File: config.mk
export PLATFORM = sky130hd
export DESIGN_NAME = three_axis_rate_window_monitor_core_flat
export DESIGN_NICKNAME = d
export VERILOG_FILES = /design/src/hdl/tarwm_pkg.sv /design/src/hdl/tarwm_if.sv /design/src/hdl/tarwm_cell.sv /design/src/hdl/tarwm_mean.sv /design/src/hdl/three_axis_rate_window_monitor_core.sv /design/src/flat_wrapper.sv
export SDC_FILE = /design/constraint.sdc
export NUM_CORES = 1
export LEC_CHECK = 0
export BUFFER_PORTS_ARGS = -buffer_cell sky130_fd_sc_hd__buf_2
export CORE_MARGIN = 3
export CORE_UTILIZATION = 55
export CTS_CLUSTER_DIAMETER = 200
export CTS_CLUSTER_SIZE = 14
export DETAILED_ROUTE_END_ITERATION = 7
export GPL_ROUTABILITY_DRIVEN = 1
export MAX_ROUTING_LAYER = met4
export PLACE_DENSITY_LB_ADDON = 0.2
export SLEW_MARGIN = 20
export SYNTH_ARGS = -nofsm -noshare
export SYNTH_HDL_FRONTEND = slang
export SYNTH_SLANG_ARGS = --single-unit
File: constraint.sdc
create_clock -name clk_i -period 4.7 [get_ports clk_i]
set_input_delay 0.47 -clock clk_i [delete_from_list [all_inputs] [get_ports clk_i]]
set_output_delay 0.47 -clock clk_i [all_outputs]
set_load 0.01 [all_outputs]
File: src/hdl/tarwm_pkg.sv
`default_nettype none

package tarwm_pkg;

  localparam int unsigned RATE_W         = 16;
  localparam int unsigned MAG_W          = 15;
  localparam int unsigned LIMIT_W        = 16;
  localparam int unsigned CFG_IDX_W      = 3;
  localparam int unsigned WINDOW_LEN_DEF = 8;

  localparam logic [LIMIT_W-1:0] HIGH_LIMIT_RST = '1;
  localparam logic [LIMIT_W-1:0] LOW_LIMIT_RST  = '0;

  typedef enum logic [CFG_IDX_W-1:0] {
    CFG_HIGH_X = 3'd0,
    CFG_HIGH_Y = 3'd1,
    CFG_HIGH_Z = 3'd2,
    CFG_LOW_X  = 3'd3,
    CFG_LOW_Y  = 3'd4,
    CFG_LOW_Z  = 3'd5
  } cfg_idx_e;

  typedef struct packed {
    logic [MAG_W-1:0] x;
    logic [MAG_W-1:0] y;
    logic [MAG_W-1:0] z;
  } mag_vec_t;

  typedef struct packed {
    logic load;
    logic step;
  } mean_ctl_t;

  // Negative full scale has no 15-bit magnitude and saturates to the largest one.
  function automatic logic [MAG_W-1:0] abs_sat(input logic [RATE_W-1:0] raw);
    logic [RATE_W-1:0] neg;
    logic [MAG_W-1:0]  mag;
    neg = RATE_W'(~raw + 1'b1);
    if (!raw[RATE_W-1]) begin
      mag = raw[MAG_W-1:0];
    end else if (neg[RATE_W-1]) begin
      mag = '1;
    end else begin
      mag = neg[MAG_W-1:0];
    end
    return mag;
  endfunction

endpackage

`default_nettype wire

File: src/hdl/tarwm_if.sv
`default_nettype none

interface tarwm_in_if;
  logic                                     valid;
  logic                                     ready;
  logic signed [tarwm_pkg::RATE_W-1:0]      rate_x;
  logic signed [tarwm_pkg::RATE_W-1:0]      rate_y;
  logic signed [tarwm_pkg::RATE_W-1:0]      rate_z;

  modport source (output valid, output rate_x, output rate_y, output rate_z, input ready);
  modport sink   (input valid, input rate_x, input rate_y, input rate_z, output ready);
endinterface

interface tarwm_out_if;
  logic                          valid;
  logic                          ready;
  logic [tarwm_pkg::MAG_W-1:0]   mean_x;
  logic [tarwm_pkg::MAG_W-1:0]   mean_y;
  logic [tarwm_pkg::MAG_W-1:0]   mean_z;
  logic                          rate_high;
  logic                          rate_low;

  modport source (output valid, output mean_x, output mean_y, output mean_z,
                  output rate_high, output rate_low, input ready);
  modport sink   (input valid, input mean_x, input mean_y, input mean_z,
                  input rate_high, input rate_low, output ready);
endinterface

`default_nettype wire

File: src/hdl/tarwm_cell.sv
`default_nettype none

module tarwm_cell (
  input  wire logic                clk_i,
  input  wire logic                rst_ni,
  input  wire logic                shift_i,
  input  wire tarwm_pkg::mag_vec_t mag_i,
  output tarwm_pkg::mag_vec_t      mag_o
);

  tarwm_pkg::mag_vec_t mag_q;

  always_ff @(posedge clk_i or negedge rst_ni) begin
    if (!rst_ni) begin
      mag_q <= '0;
    end else if (shift_i) begin
      mag_q <= mag_i;
    end
  end

  assign mag_o = mag_q;

endmodule

`default_nettype wire

File: src/hdl/tarwm_mean.sv
`default_nettype none

module tarwm_mean #(
  parameter int unsigned WINDOW_LEN = tarwm_pkg::WINDOW_LEN_DEF
) (
  input  wire logic                         clk_i,
  input  wire logic                         rst_ni,
  input  wire tarwm_pkg::mean_ctl_t         ctl_i,
  input  wire logic [tarwm_pkg::MAG_W-1:0]  new_mag_i,
  input  wire logic [tarwm_pkg::MAG_W-1:0]  old_mag_i,
  output logic      [tarwm_pkg::MAG_W-1:0]  mean_o
);

  localparam int unsigned LEN_LOG = $clog2(WINDOW_LEN);
  localparam int unsigned SUM_W   = tarwm_pkg::MAG_W + LEN_LOG;
  localparam int unsigned SHIFT   = SUM_W + LEN_LOG;
  localparam int unsigned RECIP_W = SUM_W + 1;
  localparam int unsigned PROD_W  = SUM_W + RECIP_W;
  localparam logic [63:0] RECIP_FULL =
    ((64'd1 << SHIFT) + 64'(WINDOW_LEN) - 64'd1) / 64'(WINDOW_LEN);
  localparam logic [RECIP_W-1:0] RECIP = RECIP_FULL[RECIP_W-1:0];

  logic [SUM_W-1:0]  sum_q, sum_d;
  logic [SUM_W-1:0]  snap_q;
  logic [PROD_W-1:0] prod_q;

  // The rounded-up reciprocal is exact for every sum the window can hold.
  assign sum_d = sum_q - SUM_W'(old_mag_i) + SUM_W'(new_mag_i);

  always_ff @(posedge clk_i or negedge rst_ni) begin
    if (!rst_ni) begin
      sum_q <= '0;
    end else if (ctl_i.load) begin
      sum_q <= sum_d;
    end
  end

  always_ff @(posedge clk_i) begin
    if (ctl_i.load) begin
      snap_q <= sum_d;
    end
    if (ctl_i.step) begin
      prod_q <= PROD_W'(snap_q) * PROD_W'(RECIP);
    end
  end

  assign mean_o = prod_q[SHIFT +: tarwm_pkg::MAG_W];

endmodule

`default_nettype wire

File: src/hdl/three_axis_rate_window_monitor_core.sv
`default_nettype none

// Three-axis rate window monitor. Each item brings one signed rate sample per
// axis; the saturated magnitudes shift into a chain of WINDOW_LEN cells that
// starts cleared, and per axis the block returns the truncated mean magnitude
// over the window with a high flag (any mean at or above its high limit) and a
// low flag (every mean at or below its low limit). It takes one item per clock
// cycle unless the sink stalls the output: one register stage updates the window
// and running sums, one holds the reciprocal multiply for the divide by the
// window length, and the output register holds the means and the limit compares.
// No clearing pass is needed after reset. Limits are to be written through the
// configuration port while no item is in flight; the block does not enforce it.
module three_axis_rate_window_monitor_core #(
  parameter int unsigned WINDOW_LEN = tarwm_pkg::WINDOW_LEN_DEF
) (
  input  wire logic                             clk_i,
  input  wire logic                             rst_ni,
  tarwm_in_if.sink                              in_if,
  tarwm_out_if.source                           out_if,
  input  wire logic                             cfg_we_i,
  input  wire logic [tarwm_pkg::CFG_IDX_W-1:0]  cfg_idx_i,
  input  wire logic [tarwm_pkg::LIMIT_W-1:0]    cfg_data_i
);

  logic [tarwm_pkg::LIMIT_W-1:0] high_x_q, high_y_q, high_z_q;
  logic [tarwm_pkg::LIMIT_W-1:0] low_x_q, low_y_q, low_z_q;

  logic v1_q, v2_q, v3_q;
  logic rdy1, rdy2, rdy3;
  logic acc, step12, step23;

  tarwm_pkg::mag_vec_t new_mag;
  tarwm_pkg::mag_vec_t chain [WINDOW_LEN+1];
  tarwm_pkg::mean_ctl_t mean_ctl;

  logic [tarwm_pkg::MAG_W-1:0] mean_x, mean_y, mean_z;
  logic [tarwm_pkg::MAG_W-1:0] mean_x_q, mean_y_q, mean_z_q;
  logic                        high_q, low_q;
  logic                        high_d, low_d;

  always_ff @(posedge clk_i or negedge rst_ni) begin
    if (!rst_ni) begin
      high_x_q <= tarwm_pkg::HIGH_LIMIT_RST;
      high_y_q <= tarwm_pkg::HIGH_LIMIT_RST;
      high_z_q <= tarwm_pkg::HIGH_LIMIT_RST;
      low_x_q  <= tarwm_pkg::LOW_LIMIT_RST;
      low_y_q  <= tarwm_pkg::LOW_LIMIT_RST;
      low_z_q  <= tarwm_pkg::LOW_LIMIT_RST;
    end else if (cfg_we_i) begin
      unique case (cfg_idx_i)
        tarwm_pkg::CFG_HIGH_X: high_x_q <= cfg_data_i;
        tarwm_pkg::CFG_HIGH_Y: high_y_q <= cfg_data_i;
        tarwm_pkg::CFG_HIGH_Z: high_z_q <= cfg_data_i;
        tarwm_pkg::CFG_LOW_X:  low_x_q  <= cfg_data_i;
        tarwm_pkg::CFG_LOW_Y:  low_y_q  <= cfg_data_i;
        tarwm_pkg::CFG_LOW_Z:  low_z_q  <= cfg_data_i;
        default: begin
        end
      endcase
    end
  end

  assign rdy3   = !v3_q || out_if.ready;
  assign rdy2   = !v2_q || rdy3;
  assign rdy1   = !v1_q || rdy2;
  assign acc    = in_if.valid && rdy1;
  assign step12 = v1_q && rdy2;
  assign step23 = v2_q && rdy3;

  assign in_if.ready = rdy1;

  always_ff @(posedge clk_i or negedge rst_ni) begin
    if (!rst_ni) begin
      v1_q <= 1'b0;
      v2_q <= 1'b0;
      v3_q <= 1'b0;
    end else begin
      v1_q <= acc || (v1_q && !rdy2);
      v2_q <= step12 || (v2_q && !rdy3);
      v3_q <= step23 || (v3_q && !out_if.ready);
    end
  end

  assign new_mag.x = tarwm_pkg::abs_sat(in_if.rate_x);
  assign new_mag.y = tarwm_pkg::abs_sat(in_if.rate_y);
  assign new_mag.z = tarwm_pkg::abs_sat(in_if.rate_z);
  assign chain[0]  = new_mag;

  for (genvar k = 0; k < WINDOW_LEN; k++) begin : g_cell
    tarwm_cell u_cell (
      .clk_i   (clk_i),
      .rst_ni  (rst_ni),
      .shift_i (acc),
      .mag_i   (chain[k]),
      .mag_o   (chain[k+1])
    );
  end

  assign mean_ctl.load = acc;
  assign mean_ctl.step = step12;

  tarwm_mean #(.WINDOW_LEN(WINDOW_LEN)) u_mean_x (
    .clk_i     (clk_i),
    .rst_ni    (rst_ni),
    .ctl_i     (mean_ctl),
    .new_mag_i (new_mag.x),
    .old_mag_i (chain[WINDOW_LEN].x),
    .mean_o    (mean_x)
  );

  tarwm_mean #(.WINDOW_LEN(WINDOW_LEN)) u_mean_y (
    .clk_i     (clk_i),
    .rst_ni    (rst_ni),
    .ctl_i     (mean_ctl),
    .new_mag_i (new_mag.y),
    .old_mag_i (chain[WINDOW_LEN].y),
    .mean_o    (mean_y)
  );

  tarwm_mean #(.WINDOW_LEN(WINDOW_LEN)) u_mean_z (
    .clk_i     (clk_i),
    .rst_ni    (rst_ni),
    .ctl_i     (mean_ctl),
    .new_mag_i (new_mag.z),
    .old_mag_i (chain[WINDOW_LEN].z),
    .mean_o    (mean_z)
  );

  assign high_d = (tarwm_pkg::LIMIT_W'(mean_x) >= high_x_q) ||
                  (tarwm_pkg::LIMIT_W'(mean_y) >= high_y_q) ||
                  (tarwm_pkg::LIMIT_W'(mean_z) >= high_z_q);
  assign low_d  = (tarwm_pkg::LIMIT_W'(mean_x) <= low_x_q) &&
                  (tarwm_pkg::LIMIT_W'(mean_y) <= low_y_q) &&
                  (tarwm_pkg::LIMIT_W'(mean_z) <= low_z_q);

  always_ff @(posedge clk_i) begin
    if (step23) begin
      mean_x_q <= mean_x;
      mean_y_q <= mean_y;
      mean_z_q <= mean_z;
      high_q   <= high_d;
      low_q    <= low_d;
    end
  end

  assign out_if.valid     = v3_q;
  assign out_if.mean_x    = mean_x_q;
  assign out_if.mean_y    = mean_y_q;
  assign out_if.mean_z    = mean_z_q;
  assign out_if.rate_high = high_q;
  assign out_if.rate_low  = low_q;

endmodule

`default_nettype wire

File: src/flat_wrapper.sv
// flat-port wrapper written by rule: the top's interface ports become plain ports
module three_axis_rate_window_monitor_core_flat 
#(
  parameter int unsigned WINDOW_LEN = tarwm_pkg::WINDOW_LEN_DEF
)
  (clk_i, rst_ni, cfg_we_i, cfg_idx_i, cfg_data_i, in_if_valid, in_if_rate_x, in_if_rate_y, in_if_rate_z, in_if_ready, out_if_valid, out_if_mean_x, out_if_mean_y, out_if_mean_z, out_if_rate_high, out_if_rate_low, out_if_ready);
  tarwm_in_if in_if_i ();
  tarwm_out_if out_if_i ();
  input  wire logic clk_i;
  input  wire logic rst_ni;
  input  wire logic cfg_we_i;
  input  wire logic [tarwm_pkg::CFG_IDX_W-1:0] cfg_idx_i;
  input  wire logic [tarwm_pkg::LIMIT_W-1:0] cfg_data_i;
  input wire logic [$bits(in_if_i.valid)-1:0] in_if_valid;
  input wire logic [$bits(in_if_i.rate_x)-1:0] in_if_rate_x;
  input wire logic [$bits(in_if_i.rate_y)-1:0] in_if_rate_y;
  input wire logic [$bits(in_if_i.rate_z)-1:0] in_if_rate_z;
  output wire logic [$bits(in_if_i.ready)-1:0] in_if_ready;
  output wire logic [$bits(out_if_i.valid)-1:0] out_if_valid;
  output wire logic [$bits(out_if_i.mean_x)-1:0] out_if_mean_x;
  output wire logic [$bits(out_if_i.mean_y)-1:0] out_if_mean_y;
  output wire logic [$bits(out_if_i.mean_z)-1:0] out_if_mean_z;
  output wire logic [$bits(out_if_i.rate_high)-1:0] out_if_rate_high;
  output wire logic [$bits(out_if_i.rate_low)-1:0] out_if_rate_low;
  input wire logic [$bits(out_if_i.ready)-1:0] out_if_ready;
  assign in_if_i.valid = in_if_valid;
  assign in_if_i.rate_x = in_if_rate_x;
  assign in_if_i.rate_y = in_if_rate_y;
  assign in_if_i.rate_z = in_if_rate_z;
  assign in_if_ready = in_if_i.ready;
  assign out_if_valid = out_if_i.valid;
  assign out_if_mean_x = out_if_i.mean_x;
  assign out_if_mean_y = out_if_i.mean_y;
  assign out_if_mean_z = out_if_i.mean_z;
  assign out_if_rate_high = out_if_i.rate_high;
  assign out_if_rate_low = out_if_i.rate_low;
  assign out_if_i.ready = out_if_ready;
  three_axis_rate_window_monitor_core #(.WINDOW_LEN(WINDOW_LEN)) u_core (.clk_i(clk_i), .rst_ni(rst_ni), .in_if(in_if_i), .out_if(out_if_i), .cfg_we_i(cfg_we_i), .cfg_idx_i(cfg_idx_i), .cfg_data_i(cfg_data_i));
endmodule
Word level (Yosys, flattened, before mapping):

Index checks and enable logic that the tools add are counted.

* bits in registers: 668
* input bits: 72
* output and inout bits: 49
* word-level logic and storage cells: 105

* add/subtract/negate cells: 9
* order comparisons: 6
* equality and inequality tests: 5
* muxes and demuxes: 6
* bitwise operators: 3
* reduce and logical (&&, ||, !) cells: 29

Operator list (number)
* $mux 15: 6
* $add 18x15->18: 3
* $sub 18x15->18: 3
* $add 16x1->16 const B: 3
* $ge 15x16->1: 3
* $le 15x16->1: 3
* $not 16->16: 3
* $reduce_and 2->1: 6
* $logic_and 1x1->1: 8
* $logic_or 1x1->1: 8
* $eq 3x2->1 const B: 2
* $eq 3x3->1 const B: 2
* $logic_not 1->1: 6
* $eq 3x1->1 const B: 1
* $logic_not 3->1: 1

Longest topological paths before layout:

* depth in word-level cells: 6
* mapped depth: 16
* mapped depth without buffers: 15

Hierarchy:

A second synthesis with hierarchy kept.

* cells, all modules: 2441
* area, all modules: 32585.0 um^2

Modules (own cells, without submodules)
* tarwm_cell: instances 8, cells each 95, area each 1874.3 um^2, sequential area each 1126.1 um^2
* three_axis_rate_window_monitor_core: instances 1, cells each 843, area each 8568.2 um^2, sequential area each 3948.8 um^2
* tarwm_mean (u_core.u_mean_y): instances 1, cells each 293, area each 3146.8 um^2, sequential area each 1351.3 um^2
* tarwm_mean (u_core.u_mean_x): instances 1, cells each 270, area each 2939.1 um^2, sequential area each 1351.3 um^2
* tarwm_mean (u_core.u_mean_z): instances 1, cells each 275, area each 2936.6 um^2, sequential area each 1351.3 um^2

Worst setup path before layout:

Ideal clock, no wire load.

* path kind: input-to-reg
* start point: input in_if_rate_z[1]
* end point: register u_core.u_mean_z.snap_q[17] (data pin)
* setup time: 0.268 ns
* arrival time: 4.219 ns
* data required time: 4.432 ns
* setup slack: 0.213 ns
* stages: 15
* buffers on the path: 3
* cell sequence: or3_1 > or2_1 > or4_1 > clkbuf_1 > clkbuf_1 > nand2_1 > fa_1 > ha_1 > clkbuf_1 > a21o_1 > o21bai_1 > a2111oi_0 > nor4b_1 > nor2_1 > xnor3_1

RTL lines
* start, declared: line flat_wrapper.sv:17 `input wire logic [$bits(in_if_i.rate_z)-1:0] in_if_rate_z;`
* end signal, assigned: line tarwm_mean.sv:40 `snap_q <= sum_d;`
* end, declared: line tarwm_mean.sv:24 `logic [SUM_W-1:0] snap_q;`

==> impl_metrics.tcl <==
set metrics [dict create \
    synthAdderAreaFrac_pct 9.050 \
    place.gp.congestion 0.9256 \
    cp_num_cells 15 \
    r2r_setup_slack_ps 1630 \
    slew_headroom_pct 27.65 \
    syn_area_mm2 0.03028 \
    combPwrFrac_pct 41.6 \
    syn_to_final_growth_pct 9.748 \
    hold_viol 0 \
    die_area_mm2 0.05790 \
    avgSynthCellArea_um2 10.03 \
    rsz0062_at_grt "no" \
    tightest_slew_ps 1080 \
    cts_root_buf "clkbuf_16" \
    cts_buffer_depth 3 \
    crit_path_frequent_cell "buf_4" \
    clockPowerShare_pct 18.3 \
    top_layer_used "met4" \
    cap_viol_max_count 0 \
    placed_area_mm2 0.03175 \
    start_util_pct 55.93 \
    swShare_pct 37.55 \
    slowest_delay_ps 590 \
    cts_tree "built" \
    fin_skew_ps 31.76 \
    final_antenna_net_count 0 \
    clk_pin_slew_worst_paths_ps 80 \
    max_freq_mhz 238.7 \
    wl_met2_um 29490 \
    cts_sinks 650 \
    syn_inst 3019 \
    seqPwrFrac_pct 40.0 \
    worstSkewPairLatency_ps 610 \
    setup_violations 0 \
    cts_buffers 52 \
    cp_cell_sequence "buf_2 > or3_1 > or2_1 > or4_1 > a31oi_1 > fa_1 > ha_1 > a211oi_1 > nor2_1 > a2111oi_0 > buf_4 > nor4b_1 > buf_4 > o31a_1 > nand3_1" \
    crit_type "primary input to flip-flop" \
    path_buf_inv 3 \
    synth_warnings 0 \
    met3_length_um 2470 \
    h-tree-depth 2 \
    syn_nets 3283 \
    drive_gt1_share_pct 11.05 \
    cp_max_fo 4 \
    whs_ps 92.32 \
    drc 0 \
    peakVddDrop_mv 0.3515 \
    stdcell_count 3836 \
    postLayoutCellArea_mm2 0.03323 \
    ctsResizeCount 0 \
    overflow 0 \
    reg2reg_from "u_core.g_cell[7].u_cell.mag_o[1]" \
    power_w 0.02180 \
    finalCriticalPeriod_ps 4189 \
    slew_viol_final 0 \
    grt_pass1_vias 20590 \
    synth-edff-count 137 \
    synthDistinctLibCells 76 \
    outcome "complete, no violations" \
    r2r_end "u_core.u_mean_z.sum_q[17]" \
    diodes 0 \
    p_int_w 0.01361 \
    worstPathRequired_ps 5230 \
    critical_path.slowest_cell "or4_1" \
    worstRegToRegCells 11 \
    pin_count 121 \
    endpoint_kind "flip-flop" \
    place_inst 3754 \
    synth_ff_type "dfrtp_1" \
    layout.nets 3378 \
    vias_per_cell 5.414 \
    wl_um 63730 \
    fp.dieW_um 240.6 \
    muxShareOfSynthArea_pct 2.409 \
    hold_path.class "primary input to flip-flop" \
    dr.pass1.iters 5 \
    core_mm2 0.05413 \
    grt_use_total_pct 23.43 \
    grt_max_degree 162 \
    synth_top_family_by_area "simple AND/OR/NAND/NOR gates" \
    ys_seq_elements 650 \
    die_h_um 240.6 \
    critPathLaunch "in_if_rate_z[1]" \
    p_per_area_mw_per_mm2 656.0 \
    port_buffers 120 \
    antenna_found_initial 1 \
    synthArstFlopShare_pct 78.92 \
    power.leakage_nw 15.88 \
    crit_path_end "u_core.u_mean_z.sum_q[17]" \
    switchingPower_w 0.008185 \
    synth_seq_area_share_pct 56.18 \
    drt_iter0_markers 1339 \
    place_hpwl_um 43930 \
    fin_crit_sh_pct 89.12 \
    wl_met1_um 30220 \
    crit_path_start_kind "primary input" \
    rows 85 \
    grt_pass1_wl_um 106600 \
    synth_xor_area_share_pct 2.215 \
    synth-simple-area-share_pct 17.69 \
    crit_arrival_ps 4720 \
    path_delay_family "simple AND/OR/NAND/NOR gates" \
    vias 20770 \
    routedWlPerCell_um 16.61 \
    synth_compound_area_share_pct 8.674 \
]
[flip-flops by register name, indices dropped and copies added (netlist names), 15 cells and up]
signal and count:
u_core.u_mean_x.prod_q 15, u_core.u_mean_y.snap_q 15, u_core.u_mean_x.sum_q 18, u_core.out_if.mean_x 15
u_core.u_mean_z.sum_q 18, u_core.high_z_q 16, u_core.u_mean_y.sum_q 18, u_core.out_if.mean_y 15
u_core.u_mean_z.snap_q 15, u_core.low_x_q 16, u_core.u_mean_x.snap_q 15, u_core.low_z_q 16
u_core.high_y_q 16, u_core.u_mean_z.prod_q 15, u_core.g_cell.u_cell.mag_o 360, u_core.high_x_q 16
u_core.u_mean_y.prod_q 15, u_core.low_y_q 16, u_core.out_if.mean_z 15
[power by group through the flow]
stage          clock network (W)  registers [W]  logic (W)
5_1_grt                  0.00434        0.00892     0.0103
6_report                 0.00399        0.00873    0.00908
3_3_place_gp                   0        0.00878    0.00871
2_1_floorplan                  0        0.00856    0.00645
3_5_place_dp                   0        0.00883    0.00899
4_1_cts                  0.00412        0.00874    0.00906
[stage by stage]
step | utilization (%) | setup TNS [ps] | worst slack (ps)
global placement | 58.65 | 0 | 55.36
global route | 61.38 | 0 | 274.4
CTS | 61.33 | 0 | 568.5
finish | 61.38 | 0 | 511.4
floorplan | - | 0 | 213.0
detailed placement | 58.65 | -91.53 | -46.29
[per-layer routing]
layer  GRT usage, %  up-vias
li1               -    10160
met1          33.06    10110
met2          36.40      393
met3          2.845      105
met4          6.321        0
met5              -        -
[final cells by class]
class / instances / area [um^2]
fill: 4487 / 20900
sequential: 650 / 17010
multi-input combinational: 2066 / 12150
clock buffer: 77 / 1416
timing repair buffer: 164 / 1076
tap: 696 / 870.8
inverter: 180 / 683.2
clock inverter: 3 / 26.28
[cells in the mapped netlist, types with 17 or more instances]
cell type	count	area [um^2]
clkbuf_1	104	390.4
buf_1	17	63.81
inv_1	179	671.9
dfstp_2	48	1261
nor3_1	19	95.09
nand3_1	21	105.1
xnor2_1	27	236.5
a31oi_1	46	287.8
o21a_1	17	127.6
o31ai_1	23	172.7
fa_1	45	900.9
edfxtp_1	137	4114
a21oi_1	61	305.3
ha_1	147	1839
nand4_1	21	131.4
o21ai_0	144	720.7
xor2_1	47	411.6
dfrtp_1	465	11640
nor2_1	81	304.0
nor2b_1	20	125.1
a21o_1	45	337.8
mux2_2	59	664.4
nand2_1	1086	4076
[repair_timing]
action	CTS	global route
hold buffers	1	0
setup buffers	0	0
hold endpoints to repair	70	0
[cell usage in the layout (no fill, tap or decap), types with 5 or more instances in the layout]
| cell | n |
|---|---|
| a211oi_1 | 12 |
| a21o_1 | 45 |
| a21oi_1 | 61 |
| a31oi_1 | 46 |
| buf_12 | 9 |
| buf_2 | 119 |
| buf_4 | 33 |
| clkbuf_1 | 24 |
| clkbuf_16 | 53 |
| dfrtp_1 | 465 |
| dfstp_2 | 48 |
| edfxtp_1 | 137 |
| fa_1 | 45 |
| ha_1 | 147 |
| inv_1 | 179 |
| mux2_2 | 59 |
| mux2i_1 | 5 |
| nand2_1 | 1085 |
| nand2b_1 | 15 |
| nand3_1 | 21 |
| nand4_1 | 21 |
| nand4b_1 | 5 |
| nor2_1 | 81 |
| nor2b_1 | 20 |
| nor3_1 | 18 |
| o211ai_1 | 9 |
| o21a_1 | 17 |
| o21ai_0 | 144 |
| o21bai_1 | 7 |
| o22ai_1 | 5 |
| o31ai_1 | 23 |
| o41ai_1 | 5 |
| or2_2 | 6 |
| or3_1 | 6 |
| or4_1 | 8 |
| xnor2_1 | 27 |
| xor2_1 | 47 |
[worst min-delay path by stage]
stage	startpoint	to	depth (start not counted)
floorplan	rst_ni	u_core.g_cell[0].u_cell.mag_o[0]	0
global placement	u_core.u_mean_z.snap_q[12]	u_core.u_mean_z.prod_q[30]	0
detailed placement	u_core.u_mean_x.snap_q[12]	u_core.u_mean_x.prod_q[30]	0
CTS	in_if_valid	u_core.v1_q	2
global route	in_if_valid	u_core.v1_q	2
finish	in_if_valid	u_core.v1_q	2
[cell families after synthesis]
family          after synthesis
flops                       650
simple gates               1316
buf+inv                     303
fa+ha+maj                   192
xor+xnor                     75
compound gates              418
mux                          65
No activity file was read; power rests on OpenSTA's default activity.
